<file path="config.mk">
export PLATFORM = sky130hd
export DESIGN_NAME = morse_code_keyer_unit
export DESIGN_NICKNAME = d
export VERILOG_FILES = /design/src/rtl/core/mck_pkg.sv /design/src/rtl/core/mck_front.sv /design/src/rtl/core/mck_queue.sv /design/src/rtl/core/mck_back.sv /design/src/rtl/core/morse_code_keyer_unit.sv
export SDC_FILE = /design/constraint.sdc
export NUM_CORES = 1
export LEC_CHECK = 0
export CORE_AREA = 3 3 95 97
export DETAILED_ROUTE_END_ITERATION = 6
export DIE_AREA = 0 0 98 100
export DONT_BUFFER_PORTS = 1
export GPL_ROUTABILITY_DRIVEN = 0
export PLACE_DENSITY = 0.86
export SLEW_MARGIN = 20
export SYNTH_ARGS = -nofsm -noshare
export SYNTH_HDL_FRONTEND = slang
export SYNTH_SLANG_ARGS = --single-unit
</file>
<file path="constraint.sdc">
create_clock -name clk -period 7 [get_ports clk]
set_clock_uncertainty 0.1 [all_clocks]
set_input_delay 1.4 -clock clk [delete_from_list [all_inputs] [get_ports clk]]
set_output_delay 1.4 -clock clk [all_outputs]
set_load 0.03 [all_outputs]
</file>
<file path="src/rtl/core/mck_pkg.sv">
// Shared types, constants and lookup functions for the Morse keyer.
// Used by mck_front, mck_queue, mck_back and morse_code_keyer_unit.
`timescale 1ns / 1ps

package mck_pkg;

    // Field widths
    localparam int CHAR_W  = 8;
    localparam int WPM_W   = 6;
    localparam int FREQ_W  = 13;
    localparam int UNITS_W = 4;
    localparam int DUR_W   = 11;
    localparam int MS_W    = 7;
    localparam int CFG_IDX_W  = 1;
    localparam int CFG_DATA_W = 13;

    // Code shape
    localparam int MAX_ELEMS = 6;
    localparam int LEN_W     = 3;
    localparam int IDX_W     = 3;

    // Queue between front and back
    localparam int QUEUE_DEPTH = 2;
    localparam int QPTR_W      = $clog2(QUEUE_DEPTH);
    localparam int QCNT_W      = $clog2(QUEUE_DEPTH + 1);

    // Register indexes
    localparam logic [CFG_IDX_W-1:0] CFG_WPM  = 1'd0;
    localparam logic [CFG_IDX_W-1:0] CFG_TONE = 1'd1;

    // Reset values
    localparam logic [WPM_W-1:0]  WPM_RESET  = 6'd20;
    localparam logic [FREQ_W-1:0] TONE_RESET = 13'd700;
    localparam logic [WPM_W-1:0]  MAX_WPM    = 6'd40;

    // Segment lengths in units
    localparam logic [UNITS_W-1:0] DOT_UNITS      = 4'd1;
    localparam logic [UNITS_W-1:0] DASH_UNITS     = 4'd3;
    localparam logic [UNITS_W-1:0] GAP_UNITS      = 4'd2;
    localparam logic [UNITS_W-1:0] END_GAP_UNITS  = 4'd5;
    localparam logic [UNITS_W-1:0] WORD_GAP_UNITS = 4'd11;

    // One classified character; pattern bit i is element i, 1 for a dash
    typedef struct packed {
        logic                 coded;
        logic                 is_space;
        logic [LEN_W-1:0]     len;
        logic [MAX_ELEMS-1:0] pattern;
    } code_entry_t;

    typedef struct packed {
        logic empty;
        logic full;
    } queue_status_t;

    // Map an ASCII character to its element pattern
    function automatic code_entry_t char_code(input logic [CHAR_W-1:0] c);
        code_entry_t           e;
        logic [CHAR_W-1:0]     u;
        e = '0;
        u = c;
        // Fold lowercase onto uppercase
        if (c >= 8'h61 && c <= 8'h7A)
        begin
            u = c - 8'd32;
        end
        e.coded = 1'b1;
        unique case (u)
            8'h20: e.is_space = 1'b1;
            8'h41: {e.len, e.pattern} = {3'd2, 6'b000010}; // A
            8'h42: {e.len, e.pattern} = {3'd4, 6'b000001}; // B
            8'h43: {e.len, e.pattern} = {3'd4, 6'b000101}; // C
            8'h44: {e.len, e.pattern} = {3'd3, 6'b000001}; // D
            8'h45: {e.len, e.pattern} = {3'd1, 6'b000000}; // E
            8'h46: {e.len, e.pattern} = {3'd4, 6'b000100}; // F
            8'h47: {e.len, e.pattern} = {3'd3, 6'b000011}; // G
            8'h48: {e.len, e.pattern} = {3'd4, 6'b000000}; // H
            8'h49: {e.len, e.pattern} = {3'd2, 6'b000000}; // I
            8'h4A: {e.len, e.pattern} = {3'd4, 6'b001110}; // J
            8'h4B: {e.len, e.pattern} = {3'd3, 6'b000101}; // K
            8'h4C: {e.len, e.pattern} = {3'd4, 6'b000010}; // L
            8'h4D: {e.len, e.pattern} = {3'd2, 6'b000011}; // M
            8'h4E: {e.len, e.pattern} = {3'd2, 6'b000001}; // N
            8'h4F: {e.len, e.pattern} = {3'd3, 6'b000111}; // O
            8'h50: {e.len, e.pattern} = {3'd4, 6'b000110}; // P
            8'h51: {e.len, e.pattern} = {3'd4, 6'b001011}; // Q
            8'h52: {e.len, e.pattern} = {3'd3, 6'b000010}; // R
            8'h53: {e.len, e.pattern} = {3'd3, 6'b000000}; // S
            8'h54: {e.len, e.pattern} = {3'd1, 6'b000001}; // T
            8'h55: {e.len, e.pattern} = {3'd3, 6'b000100}; // U
            8'h56: {e.len, e.pattern} = {3'd4, 6'b001000}; // V
            8'h57: {e.len, e.pattern} = {3'd3, 6'b000110}; // W
            8'h58: {e.len, e.pattern} = {3'd4, 6'b001001}; // X
            8'h59: {e.len, e.pattern} = {3'd4, 6'b001101}; // Y
            8'h5A: {e.len, e.pattern} = {3'd4, 6'b000011}; // Z
            8'h30: {e.len, e.pattern} = {3'd5, 6'b011111}; // 0
            8'h31: {e.len, e.pattern} = {3'd5, 6'b011110}; // 1
            8'h32: {e.len, e.pattern} = {3'd5, 6'b011100}; // 2
            8'h33: {e.len, e.pattern} = {3'd5, 6'b011000}; // 3
            8'h34: {e.len, e.pattern} = {3'd5, 6'b010000}; // 4
            8'h35: {e.len, e.pattern} = {3'd5, 6'b000000}; // 5
            8'h36: {e.len, e.pattern} = {3'd5, 6'b000001}; // 6
            8'h37: {e.len, e.pattern} = {3'd5, 6'b000011}; // 7
            8'h38: {e.len, e.pattern} = {3'd5, 6'b000111}; // 8
            8'h39: {e.len, e.pattern} = {3'd5, 6'b001111}; // 9
            8'h3F: {e.len, e.pattern} = {3'd6, 6'b001100}; // ?
            8'h2E: {e.len, e.pattern} = {3'd6, 6'b101010}; // .
            8'h2C: {e.len, e.pattern} = {3'd6, 6'b110011}; // ,
            8'h2F: {e.len, e.pattern} = {3'd5, 6'b001001}; // /
            default: e.coded = 1'b0;
        endcase
        return e;
    endfunction

    // Unit length in ms for a keying speed, saturated at the top speed
    function automatic logic [MS_W-1:0] unit_ms(input logic [WPM_W-1:0] wpm);
        logic [WPM_W-1:0] s;
        logic [MS_W-1:0]  ms;
        s = (wpm > MAX_WPM) ? MAX_WPM : wpm;
        unique case (s)
            6'd10:   ms = 7'd120;
            6'd12:   ms = 7'd100;
            6'd15:   ms = 7'd80;
            6'd16:   ms = 7'd75;
            6'd18:   ms = 7'd67;
            6'd20:   ms = 7'd60;
            6'd22:   ms = 7'd55;
            6'd24:   ms = 7'd50;
            6'd25:   ms = 7'd48;
            6'd27:   ms = 7'd44;
            6'd30:   ms = 7'd40;
            6'd32:   ms = 7'd38;
            6'd35:   ms = 7'd34;
            6'd37:   ms = 7'd32;
            6'd40:   ms = 7'd30;
            default: ms = 7'd0;
        endcase
        return ms;
    endfunction

endpackage

</file>
<file path="src/rtl/core/mck_front.sv">
// Front end: accepts characters and classifies them into element patterns.
// Depends on mck_pkg; feeds mck_queue.
`timescale 1ns / 1ps

module mck_front (
    input  logic                        in_valid,
    output logic                        in_ready,
    input  logic [mck_pkg::CHAR_W-1:0]  character,
    input  mck_pkg::queue_status_t      q_status,
    output logic                        push,
    output mck_pkg::code_entry_t        push_entry
);

    // Classify the incoming character
    assign push_entry = mck_pkg::char_code(character);

    // Take a transaction whenever the queue has room; drop uncoded characters
    assign in_ready = !q_status.full;
    assign push     = in_valid && !q_status.full && push_entry.coded;

endmodule

</file>
<file path="src/rtl/core/mck_queue.sv">
// Short FIFO of classified characters between front and back.
// Depends on mck_pkg.
`timescale 1ns / 1ps

module mck_queue (
    input  logic                    clk,
    input  logic                    rst_n,
    input  logic                    push,
    input  mck_pkg::code_entry_t    push_entry,
    input  logic                    pop,
    output mck_pkg::code_entry_t    pop_entry,
    output mck_pkg::queue_status_t  q_status
);

    mck_pkg::code_entry_t              mem [mck_pkg::QUEUE_DEPTH];
    logic [mck_pkg::QPTR_W-1:0]        wr_ptr_reg, wr_ptr_next;
    logic [mck_pkg::QPTR_W-1:0]        rd_ptr_reg, rd_ptr_next;
    logic [mck_pkg::QCNT_W-1:0]        count_reg, count_next;

    localparam logic [mck_pkg::QCNT_W-1:0] DEPTH_CNT =
        mck_pkg::QCNT_W'(mck_pkg::QUEUE_DEPTH);
    localparam logic [mck_pkg::QPTR_W-1:0] LAST_PTR =
        mck_pkg::QPTR_W'(mck_pkg::QUEUE_DEPTH - 1);

    assign q_status.empty = (count_reg == '0);
    assign q_status.full  = (count_reg == DEPTH_CNT);
    assign pop_entry      = mem[rd_ptr_reg];

    // Advance pointers and occupancy
    always_comb
    begin
        wr_ptr_next = wr_ptr_reg;
        rd_ptr_next = rd_ptr_reg;
        count_next  = count_reg;
        if (push)
        begin
            wr_ptr_next = (wr_ptr_reg == LAST_PTR) ? '0 : wr_ptr_reg + 1'b1;
        end
        if (pop)
        begin
            rd_ptr_next = (rd_ptr_reg == LAST_PTR) ? '0 : rd_ptr_reg + 1'b1;
        end
        if (push && !pop)
        begin
            count_next = count_reg + 1'b1;
        end
        else if (!push && pop)
        begin
            count_next = count_reg - 1'b1;
        end
    end

    always_ff @(posedge clk or negedge rst_n)
    begin
        if (!rst_n)
        begin
            wr_ptr_reg <= '0;
            rd_ptr_reg <= '0;
            count_reg  <= '0;
        end
        else
        begin
            wr_ptr_reg <= wr_ptr_next;
            rd_ptr_reg <= rd_ptr_next;
            count_reg  <= count_next;
        end
    end

    // Store the entry
    always_ff @(posedge clk)
    begin
        if (push)
        begin
            mem[wr_ptr_reg] <= push_entry;
        end
    end

endmodule

</file>
<file path="src/rtl/core/mck_back.sv">
// Back end: walks one classified character and emits its key segments.
// Depends on mck_pkg; pops from mck_queue.
`timescale 1ns / 1ps

module mck_back (
    input  logic                          clk,
    input  logic                          rst_n,
    input  logic [mck_pkg::WPM_W-1:0]     wpm,
    input  logic [mck_pkg::FREQ_W-1:0]    tone_freq,
    input  mck_pkg::queue_status_t        q_status,
    input  mck_pkg::code_entry_t          pop_entry,
    output logic                          pop,
    output logic                          out_valid,
    input  logic                          out_ready,
    output logic                          tone_on,
    output logic [mck_pkg::FREQ_W-1:0]    frequency_out,
    output logic [mck_pkg::UNITS_W-1:0]   unit_count,
    output logic [mck_pkg::DUR_W-1:0]     duration_ms,
    output logic                          last_segment
);

    logic                               busy_reg, busy_next;
    logic                               phase_reg, phase_next;  // 0 tone, 1 gap
    logic [mck_pkg::IDX_W-1:0]          idx_reg, idx_next;
    mck_pkg::code_entry_t               entry_reg, entry_next;

    logic                               out_valid_reg, out_valid_next;
    logic                               tone_on_reg, tone_on_next;
    logic [mck_pkg::FREQ_W-1:0]         freq_reg, freq_next;
    logic [mck_pkg::UNITS_W-1:0]        units_reg, units_next;
    logic [mck_pkg::DUR_W-1:0]          dur_reg, dur_next;
    logic                               last_reg, last_next;

    logic                               out_free;
    logic                               emit;
    logic                               seg_on;
    logic                               seg_last;
    logic [mck_pkg::UNITS_W-1:0]        seg_units;
    logic [mck_pkg::MS_W-1:0]           ms;
    logic                               elem_dash;
    logic                               elem_last;

    assign ms        = mck_pkg::unit_ms(wpm);
    assign out_free  = !out_valid_reg || out_ready;
    assign elem_dash = entry_reg.pattern[idx_reg];
    assign elem_last = (idx_reg == (entry_reg.len - 3'd1));

    // Sequence elements and gaps of the current character
    always_comb
    begin
        busy_next  = busy_reg;
        phase_next = phase_reg;
        idx_next   = idx_reg;
        entry_next = entry_reg;
        pop        = 1'b0;
        emit       = 1'b0;
        seg_on     = 1'b0;
        seg_last   = 1'b0;
        seg_units  = mck_pkg::DOT_UNITS;
        if (!busy_reg)
        begin
            if (!q_status.empty)
            begin
                pop        = 1'b1;
                entry_next = pop_entry;
                busy_next  = 1'b1;
                idx_next   = '0;
                phase_next = 1'b0;
            end
        end
        else if (out_free)
        begin
            emit = 1'b1;
            if (entry_reg.is_space)
            begin
                seg_units = mck_pkg::WORD_GAP_UNITS;
                seg_last  = 1'b1;
                busy_next = 1'b0;
            end
            else if (!phase_reg)
            begin
                seg_on     = 1'b1;
                seg_units  = elem_dash ? mck_pkg::DASH_UNITS : mck_pkg::DOT_UNITS;
                phase_next = 1'b1;
            end
            else
            begin
                seg_units = elem_last ? mck_pkg::END_GAP_UNITS : mck_pkg::GAP_UNITS;
                seg_last  = elem_last;
                if (elem_last)
                begin
                    busy_next = 1'b0;
                end
                else
                begin
                    idx_next   = idx_reg + 1'b1;
                    phase_next = 1'b0;
                end
            end
        end
    end

    // Load the output register, or drop it once taken
    always_comb
    begin
        out_valid_next = out_valid_reg;
        tone_on_next   = tone_on_reg;
        freq_next      = freq_reg;
        units_next     = units_reg;
        dur_next       = dur_reg;
        last_next      = last_reg;
        if (emit)
        begin
            out_valid_next = 1'b1;
            tone_on_next   = seg_on;
            freq_next      = seg_on ? tone_freq : '0;
            units_next     = seg_units;
            dur_next       = {7'd0, seg_units} * {4'd0, ms};
            last_next      = seg_last;
        end
        else if (out_ready)
        begin
            out_valid_next = 1'b0;
        end
    end

    always_ff @(posedge clk or negedge rst_n)
    begin
        if (!rst_n)
        begin
            busy_reg      <= 1'b0;
            phase_reg     <= 1'b0;
            idx_reg       <= '0;
            out_valid_reg <= 1'b0;
        end
        else
        begin
            busy_reg      <= busy_next;
            phase_reg     <= phase_next;
            idx_reg       <= idx_next;
            out_valid_reg <= out_valid_next;
        end
    end

    // Payload registers
    always_ff @(posedge clk)
    begin
        entry_reg   <= entry_next;
        tone_on_reg <= tone_on_next;
        freq_reg    <= freq_next;
        units_reg   <= units_next;
        dur_reg     <= dur_next;
        last_reg    <= last_next;
    end

    assign out_valid     = out_valid_reg;
    assign tone_on       = tone_on_reg;
    assign frequency_out = freq_reg;
    assign unit_count    = units_reg;
    assign duration_ms   = dur_reg;
    assign last_segment  = last_reg;

endmodule

</file>
<file path="src/rtl/core/morse_code_keyer_unit.sv">
// Top level of the Morse keyer: config registers, front, queue and back.
// Depends on mck_pkg, mck_front, mck_queue and mck_back.
//
//  channel   handshake             payload
//  -------   -------------------   ---------------------------------------------
//  input     in_valid / in_ready   character
//  output    out_valid/out_ready   tone_on frequency_out unit_count duration_ms
//                                  last_segment
//  config    cfg_valid/cfg_ready   cfg_index cfg_data
//
// The front takes one character per cycle while the two-entry queue has room.
// The back pops a character, then emits its segments whenever the output is free:
// a tone and a gap per element, one word gap for a space; uncoded characters never reach it.
// A stalled output holds the back, which fills the queue and then drops in_ready.
// Reset clears control state and loads speed 20 and tone 700 Hz; cfg_ready is always high.
`timescale 1ns / 1ps

module morse_code_keyer_unit (
    input  logic                              clk,
    input  logic                              rst_n,
    input  logic                              in_valid,
    output logic                              in_ready,
    input  logic [mck_pkg::CHAR_W-1:0]        character,
    output logic                              out_valid,
    input  logic                              out_ready,
    output logic                              tone_on,
    output logic [mck_pkg::FREQ_W-1:0]        frequency_out,
    output logic [mck_pkg::UNITS_W-1:0]       unit_count,
    output logic [mck_pkg::DUR_W-1:0]         duration_ms,
    output logic                              last_segment,
    input  logic                              cfg_valid,
    output logic                              cfg_ready,
    input  logic [mck_pkg::CFG_IDX_W-1:0]     cfg_index,
    input  logic [mck_pkg::CFG_DATA_W-1:0]    cfg_data
);

    logic [mck_pkg::WPM_W-1:0]    wpm_reg, wpm_next;
    logic [mck_pkg::FREQ_W-1:0]   tone_reg, tone_next;

    mck_pkg::queue_status_t       q_status;
    mck_pkg::code_entry_t         push_entry;
    mck_pkg::code_entry_t         pop_entry;
    logic                         push;
    logic                         pop;

    // Configuration registers
    assign cfg_ready = 1'b1;

    always_comb
    begin
        wpm_next  = wpm_reg;
        tone_next = tone_reg;
        if (cfg_valid)
        begin
            unique case (cfg_index)
                mck_pkg::CFG_WPM:  wpm_next  = cfg_data[mck_pkg::WPM_W-1:0];
                mck_pkg::CFG_TONE: tone_next = cfg_data[mck_pkg::FREQ_W-1:0];
                default: ;
            endcase
        end
    end

    always_ff @(posedge clk or negedge rst_n)
    begin
        if (!rst_n)
        begin
            wpm_reg  <= mck_pkg::WPM_RESET;
            tone_reg <= mck_pkg::TONE_RESET;
        end
        else
        begin
            wpm_reg  <= wpm_next;
            tone_reg <= tone_next;
        end
    end

    mck_front u_front (
        .in_valid   (in_valid),
        .in_ready   (in_ready),
        .character  (character),
        .q_status   (q_status),
        .push       (push),
        .push_entry (push_entry)
    );

    mck_queue u_queue (
        .clk        (clk),
        .rst_n      (rst_n),
        .push       (push),
        .push_entry (push_entry),
        .pop        (pop),
        .pop_entry  (pop_entry),
        .q_status   (q_status)
    );

    mck_back u_back (
        .clk           (clk),
        .rst_n         (rst_n),
        .wpm           (wpm_reg),
        .tone_freq     (tone_reg),
        .q_status      (q_status),
        .pop_entry     (pop_entry),
        .pop           (pop),
        .out_valid     (out_valid),
        .out_ready     (out_ready),
        .tone_on       (tone_on),
        .frequency_out (frequency_out),
        .unit_count    (unit_count),
        .duration_ms   (duration_ms),
        .last_segment  (last_segment)
    );

    // Silent segments carry no frequency
    a_silent_no_freq: assert property (@(posedge clk) disable iff (!rst_n)
        out_valid && !tone_on |-> frequency_out == '0)
        else $error("silent segment carries a frequency");

    // The closing segment of a character is always silence
    a_last_is_silent: assert property (@(posedge clk) disable iff (!rst_n)
        out_valid && last_segment |-> !tone_on)
        else $error("last segment has tone");

    // Tone segments are a dot or a dash
    a_tone_units: assert property (@(posedge clk) disable iff (!rst_n)
        out_valid && tone_on |->
            unit_count == mck_pkg::DOT_UNITS || unit_count == mck_pkg::DASH_UNITS)
        else $error("tone segment has a bad length");

    // Never push into a full queue or pop from an empty one
    a_queue_bounds: assert property (@(posedge clk) disable iff (!rst_n)
        !(push && q_status.full) && !(pop && q_status.empty))
        else $error("queue overflow or underflow");

endmodule

</file>
# --- Word level (Yosys, flattened, before mapping) ---
# Memories as Yosys holds them, arrays and structs flattened. A register that Yosys moved wholly into a read port is not among the register bits.
# Index checks and enable logic that the tools add are counted.
totals:
  mem_count: 2
  regBits: 59
  wordCells: 147
  input_bits: 27
  output_inout_bits: 33
  mem_bits_ro: 448
  ram_bits: 22
mem_list:
  columns: ["memory", "words", "width", "rd", "rd_ports_with_merged_regs", "write_ports", "line", "rtl"]
  rows:
  - ["(name not given)", 64, 7, 1, 0, 0, "mck_pkg.sv:120", "unique case (s)"]
  - ["u_queue.mem", 2, 11, 1, 1, 1, "mck_queue.sv:15", "mck_pkg::code_entry_t mem [mck_pkg::QUEUE_DEPTH];"]
op_classes:
  multipliers: 1
  n_eq_ne: 48
  muxes: 48
  bitwise_logic: 3
  reduce_logical: 20
  n_addsub: 7
  n_lt_le_gt_ge: 4
op_table:
  columns: ["cell", "count"]
  rows:
  - ["9-bit case mux with 40 select lines", 1]
  - ["8-bit by 7-bit == test with 1-bit output (second input constant)", 26]
  - ["8-bit by 6-bit == test with 1-bit output (second input constant)", 15]
  - ["41-bit OR reduction", 1]
  - ["1-bit 2-to-1 mux", 30]
  - ["3-bit 2-to-1 mux", 7]
  - ["4-bit 2-to-1 mux", 4]
  - ["4-bit by 7-bit multiplier with 11-bit output", 1]
  - ["2-bit inequality test (second input constant)", 5]
  - ["8-bit by 7-bit greater-or-equal comparator with 1-bit output (second input constant)", 1]
  - ["8-bit by 7-bit <= comparator with 1-bit output (second input constant)", 1]
  - ["8-bit 2-to-1 mux", 1]
  - ["2-bit AND reduction", 4]
  - ["8-bit by 6-bit subtractor with 8-bit output (second input constant)", 1]
  - ["6-bit > comparator (second input constant)", 1]
  - ["2-bit 2-to-1 mux", 3]
  - ["6-bit 2-to-1 mux", 1]
  - ["1-bit logical AND", 5]
  - ["5-bit AND reduction", 1]
  - ["1-bit zero test", 4]
  - ["3-bit by 4-bit less-than comparator with 1-bit output (second input constant)", 1]
  - ["2-bit nonzero test", 2]
  - ["3-bit by 1-bit adder with 3-bit output (second input constant)", 1]
  - ["1-bit binary-select mux with 3-bit select", 1]
  - ["other kinds (10)", 13]

# --- Logic depth before layout (Yosys ltp) ---
logic_depth:
  depth_word: 11
  mapped_depth: 21
  ltp_nobuf: 20

# --- Modules after synthesis ---
# From an unflattened synthesis, not the netlist that was laid out.
unflattened:
  hier_cells: 482
  hier_area_um2: 5461.5
modules_own_cells:
  columns: ["module", "n_inst", "seq_area_each_um2", "area_per_inst_um2", "cells_per_inst"]
  rows:
  - ["mck_back", 1, 1351.3, 2859.0, 262]
  - ["mck_queue", 1, 760.7, 1016.0, 50]
  - ["morse_code_keyer_unit", 1, 485.5, 805.8, 44]
  - ["mck_front", 1, 0.0, 780.7, 126]

# --- Least setup slack after synthesis ---
# Ideal clock, no wire load.
synth_timing:
  path_type: "input -> register"
  from: "input out_ready"
  to: "register u_back.dur_reg, in the netlist u_back.duration_ms[8] (data pin)"
  required_ns: 6.642
  stages: 15
  slack_ns: 1.220
  t_arrival_ns: 5.423
  setup_ns: 0.258
  n_path_buf: 0
  path_cell_list: "nand2b_1 -> and2_1 -> nand2_1 -> or2_2 -> fa_1 -> inv_1 -> fa_1 -> inv_1 -> fa_1 -> nor2b_1 -> o21ai_0 -> a21boi_0 -> o21ai_0 -> nor2b_1 -> xnor2_1"
synth_via:
  elab_chain_len: 4
synth_lines:
  columns: ["element", "line", "rtl"]
  rows:
  - ["start, declared", "morse_code_keyer_unit.sv:25", "input logic out_ready,"]
  - ["1-bit logical OR", "mck_back.sv:44", "assign out_free = !out_valid_reg || out_ready;"]
  - ["4-bit 2-to-1 mux", "mck_back.sv:71", "else if (out_free)"]
  - ["4-bit 2-to-1 mux", "mck_back.sv:60", "if (!busy_reg)"]
  - ["4-bit by 7-bit multiplier with 11-bit output", "mck_back.sv:118", "dur_next = {7'd0, seg_units} * {4'd0, ms};"]
  - ["end signal, assigned", "mck_back.sv:152", "dur_reg <= dur_next;"]
  - ["end, declared", "mck_back.sv:31", "logic [mck_pkg::DUR_W-1:0] dur_reg, dur_next;"]
# No other way between the ends.
# A chain may end at the register's enable or synchronous reset.

# --- Worst setup path after layout ---
# Ends and elaborated chain as after synthesis.

==> impl_metrics.yaml <==
run_status:
  status: "finished clean"
critical_path:
  critPathRequiredTime_ps: 7020
  cp.arrival_ps: 5620
  critPathTopFamily: "simple AND/OR/NAND/NOR gates"
  slowest_delay_ps: 680
  crit_cells: 15
  path_common_cell: "fa_1"
  cp_slowest_cell: "and2_1"
  critPathKind: "input port to flop"
  crit_chain: "nand2b_1 > and2_1 > nand2_1 > or2_2 > fa_1 > inv_1 > fa_1 > inv_1 > fa_1 > nor2b_1 > o21ai_0 > a21boi_0 > o21ai_0 > nor2b_1 > xnor2_1"
  crit_path_start_kind: "input port"
  end_kind: "flop"
  crit_buf_inv: 2
  critPathMaxFanout: 18
  reg2reg_depth: 18
routing:
  routed_wl_mm: 10.5
  drc: 0
  ant_nets: 0
  num_vias: 3683
  routedWlPerCell_microns: 17.8
  drt_iter0_drc: 165
  first_pass_iters: 5
  vias_per_cell: 6.20
floorplanning:
  rows: 33
  die_width_microns: 98
  fp.dieH_microns: 100
  core-area_sq_um: 8220
  dieArea_sq_um: 9800
  start_util_pct: 64.5
  ios: 60
yosys:
  yosysMostFrequentCell: "edfxtp_1"
  synthCells: 498
  synth_edf_count: 60
  synth_top_area_share_pct: 34.0
  yosys_warnings: 0
  synth_seq_cells: 89
  synth_top_cell_by_area: "edfxtp_1"
  synthArstFlopShare_pct: 32.6
  synth_common_cells: "edfxtp_1 (60), nor2_1 (53), nand2_1 (37), inv_1 (33), mux2_2 (29)"
  syn_avg_cell_area_sq_um: 10.6
  syn_nets: 559
  syn_area_sq_um: 5300
  ys_seq_area_share_pct: 47.9
  ys.flop_type: "edfxtp_1"
  synth_cell_types: 59
  synth_area_leaders: "edfxtp_1 (34%), dfrtp_1 (9.9%), mux2_2 (6.2%)"
power:
  power_density_nw_per_um2: 330
  p_leak_nw: 2.23
  peakVddDrop_uv: 139
cts:
  cts_tree: "done"
  cts_setup_buffers: 0
  cts_buffers: 9
  clock_sinks: 89
  clock_path_buffers: 2
  ctsHoldBuffers: 0
  clk_latency_ps: 370
  clk_pin_slew_ps: 90
  ctsResizeCount: 0
  root_buffer: "clkbuf_8"
  cts_htree_levels: 3
placed_design:
  detailedPlacementHpwl_mm: 7.70
  place_inst: 578
  portBuffers: 0
  place_area_sq_um: 5310
sta:
  fin_tns_setup_ps: 0
  rsz0062_at_grt: "false"
  finalSetupViolations: 0
  worstMarginPinSlew_ps: 868
  period_share_pct: 80.0
  fmax_mhz: 179
  period_needed_ps: 5600
  finalHoldViolCount: 0
  slew-limit-headroom_pct: 42.0
  holdWs_ps: 401
  slew_viol_final: 0
final_layout:
  syn_to_final_growth_pct: 3.94
  instances_no_fill: 594
  antennaDiodeCount: 0
  fin_nets: 545
  drive_above_1_share_pct: 14.9
  largest_reg_flops: 20
  stdcell_area_sq_um: 5510
  finish.utilization_pct: 67.1
job:
  maxCapViolCount: 0
global_route:
  grt-ovfl-total: 0
  grt_first_pass_wirelength_mm: 17.5
  antenna_found_initial: 0
  grt_max_degree: 34
  grt_pass1_vias: 3728
  track_usage_pct: 22.2
worst_hold_path:
  hold_class: "flop to flop"
  min_path_cells: 1
## cell type report
type / count / area [sq um]
clock buffer: 11 / 153
sequential: 89 / 2540
multi-input combinational: 348 / 2500
inverter: 35 / 131
clock inverter: 5 / 45.0
timing repair buffer: 1 / 7.51
tap: 105 / 131
fill: 564 / 2710
## routing by layer
metal / global-route usage, % / wire [microns]
met1: 25.0 / 3910
met2: 40.7 / 5710
met3: 5.14 / 653
met4: 9.27 / 278
met5: 0 / 0
## worst register-to-register path: stages, from the launching register on
cell and delay [ps]:
dfrtp_1 570, o21ai_0 310, nand2_1 160, inv_1 160
ha_1 200, nand2_1 90, a211o_1 400, or2_2 350
fa_1 550, inv_1 60, fa_1 560, inv_1 60
fa_1 460, nor2b_1 120, o21ai_0 90, a21boi_0 280
o21ai_0 160, nor2b_1 160, xnor2_1 120
## through the flow
step | power [W] | worst slack, ps
detailed placement | 0.00147 | 1050
global route | 0.00192 | 1130
floorplan | 0.00136 | 1220
global placement | 0.00144 | 1310
CTS | 0.00182 | 1420
finish | 0.00182 | 1400
## where the power goes
part           internal, W  switching (W)  total (W)
registers         0.000746       0.000224   0.000970
logic             0.000215       0.000287   0.000502
clock network     0.000156       0.000190   0.000347
total              0.00112       0.000702    0.00182
## kinds of logic after synthesis
group,synth area share [%]
and+or+nand+nor,15.6
AOI/OAI and AO/OA,12.4
DFF,47.9
buffers and inverters,4.89
adders and majority gates,9.44
muxes,6.77
xor gates and xnor gates,2.93
other,0.0707
## final timing paths
check                                                from                               to  slack (ps)
setup / recovery                                out_ready  u_back.duration_ms[8]$_DFFE_PP_        1400
hold / removal             u_queue.wr_ptr_reg$_DFFE_PN0P_   u_queue.wr_ptr_reg$_DFFE_PN0P_         400
setup reg to reg                   wpm_reg[3]$_DFFE_PN0P_  u_back.duration_ms[8]$_DFFE_PP_        1800
hold reg to reg            u_queue.wr_ptr_reg$_DFFE_PN0P_   u_queue.wr_ptr_reg$_DFFE_PN0P_         400
max in group asynchronous                           rst_n           wpm_reg[2]$_DFFE_PN1P_        6000
min in group asynchronous                           rst_n           wpm_reg[5]$_DFFE_PN0P_         620
## placed cells by master (no fill, tap or decap), types with 16 or more instances in the layout
cell	instances
ha_1	24
nor2_1	53
a21oi_1	26
nand2_1	37
mux2_2	29
o21ai_0	22
inv_1	33
nand2b_1	16
dfrtp_1	21
edfxtp_1	60
No activity file was read; power rests on OpenSTA's default activity.
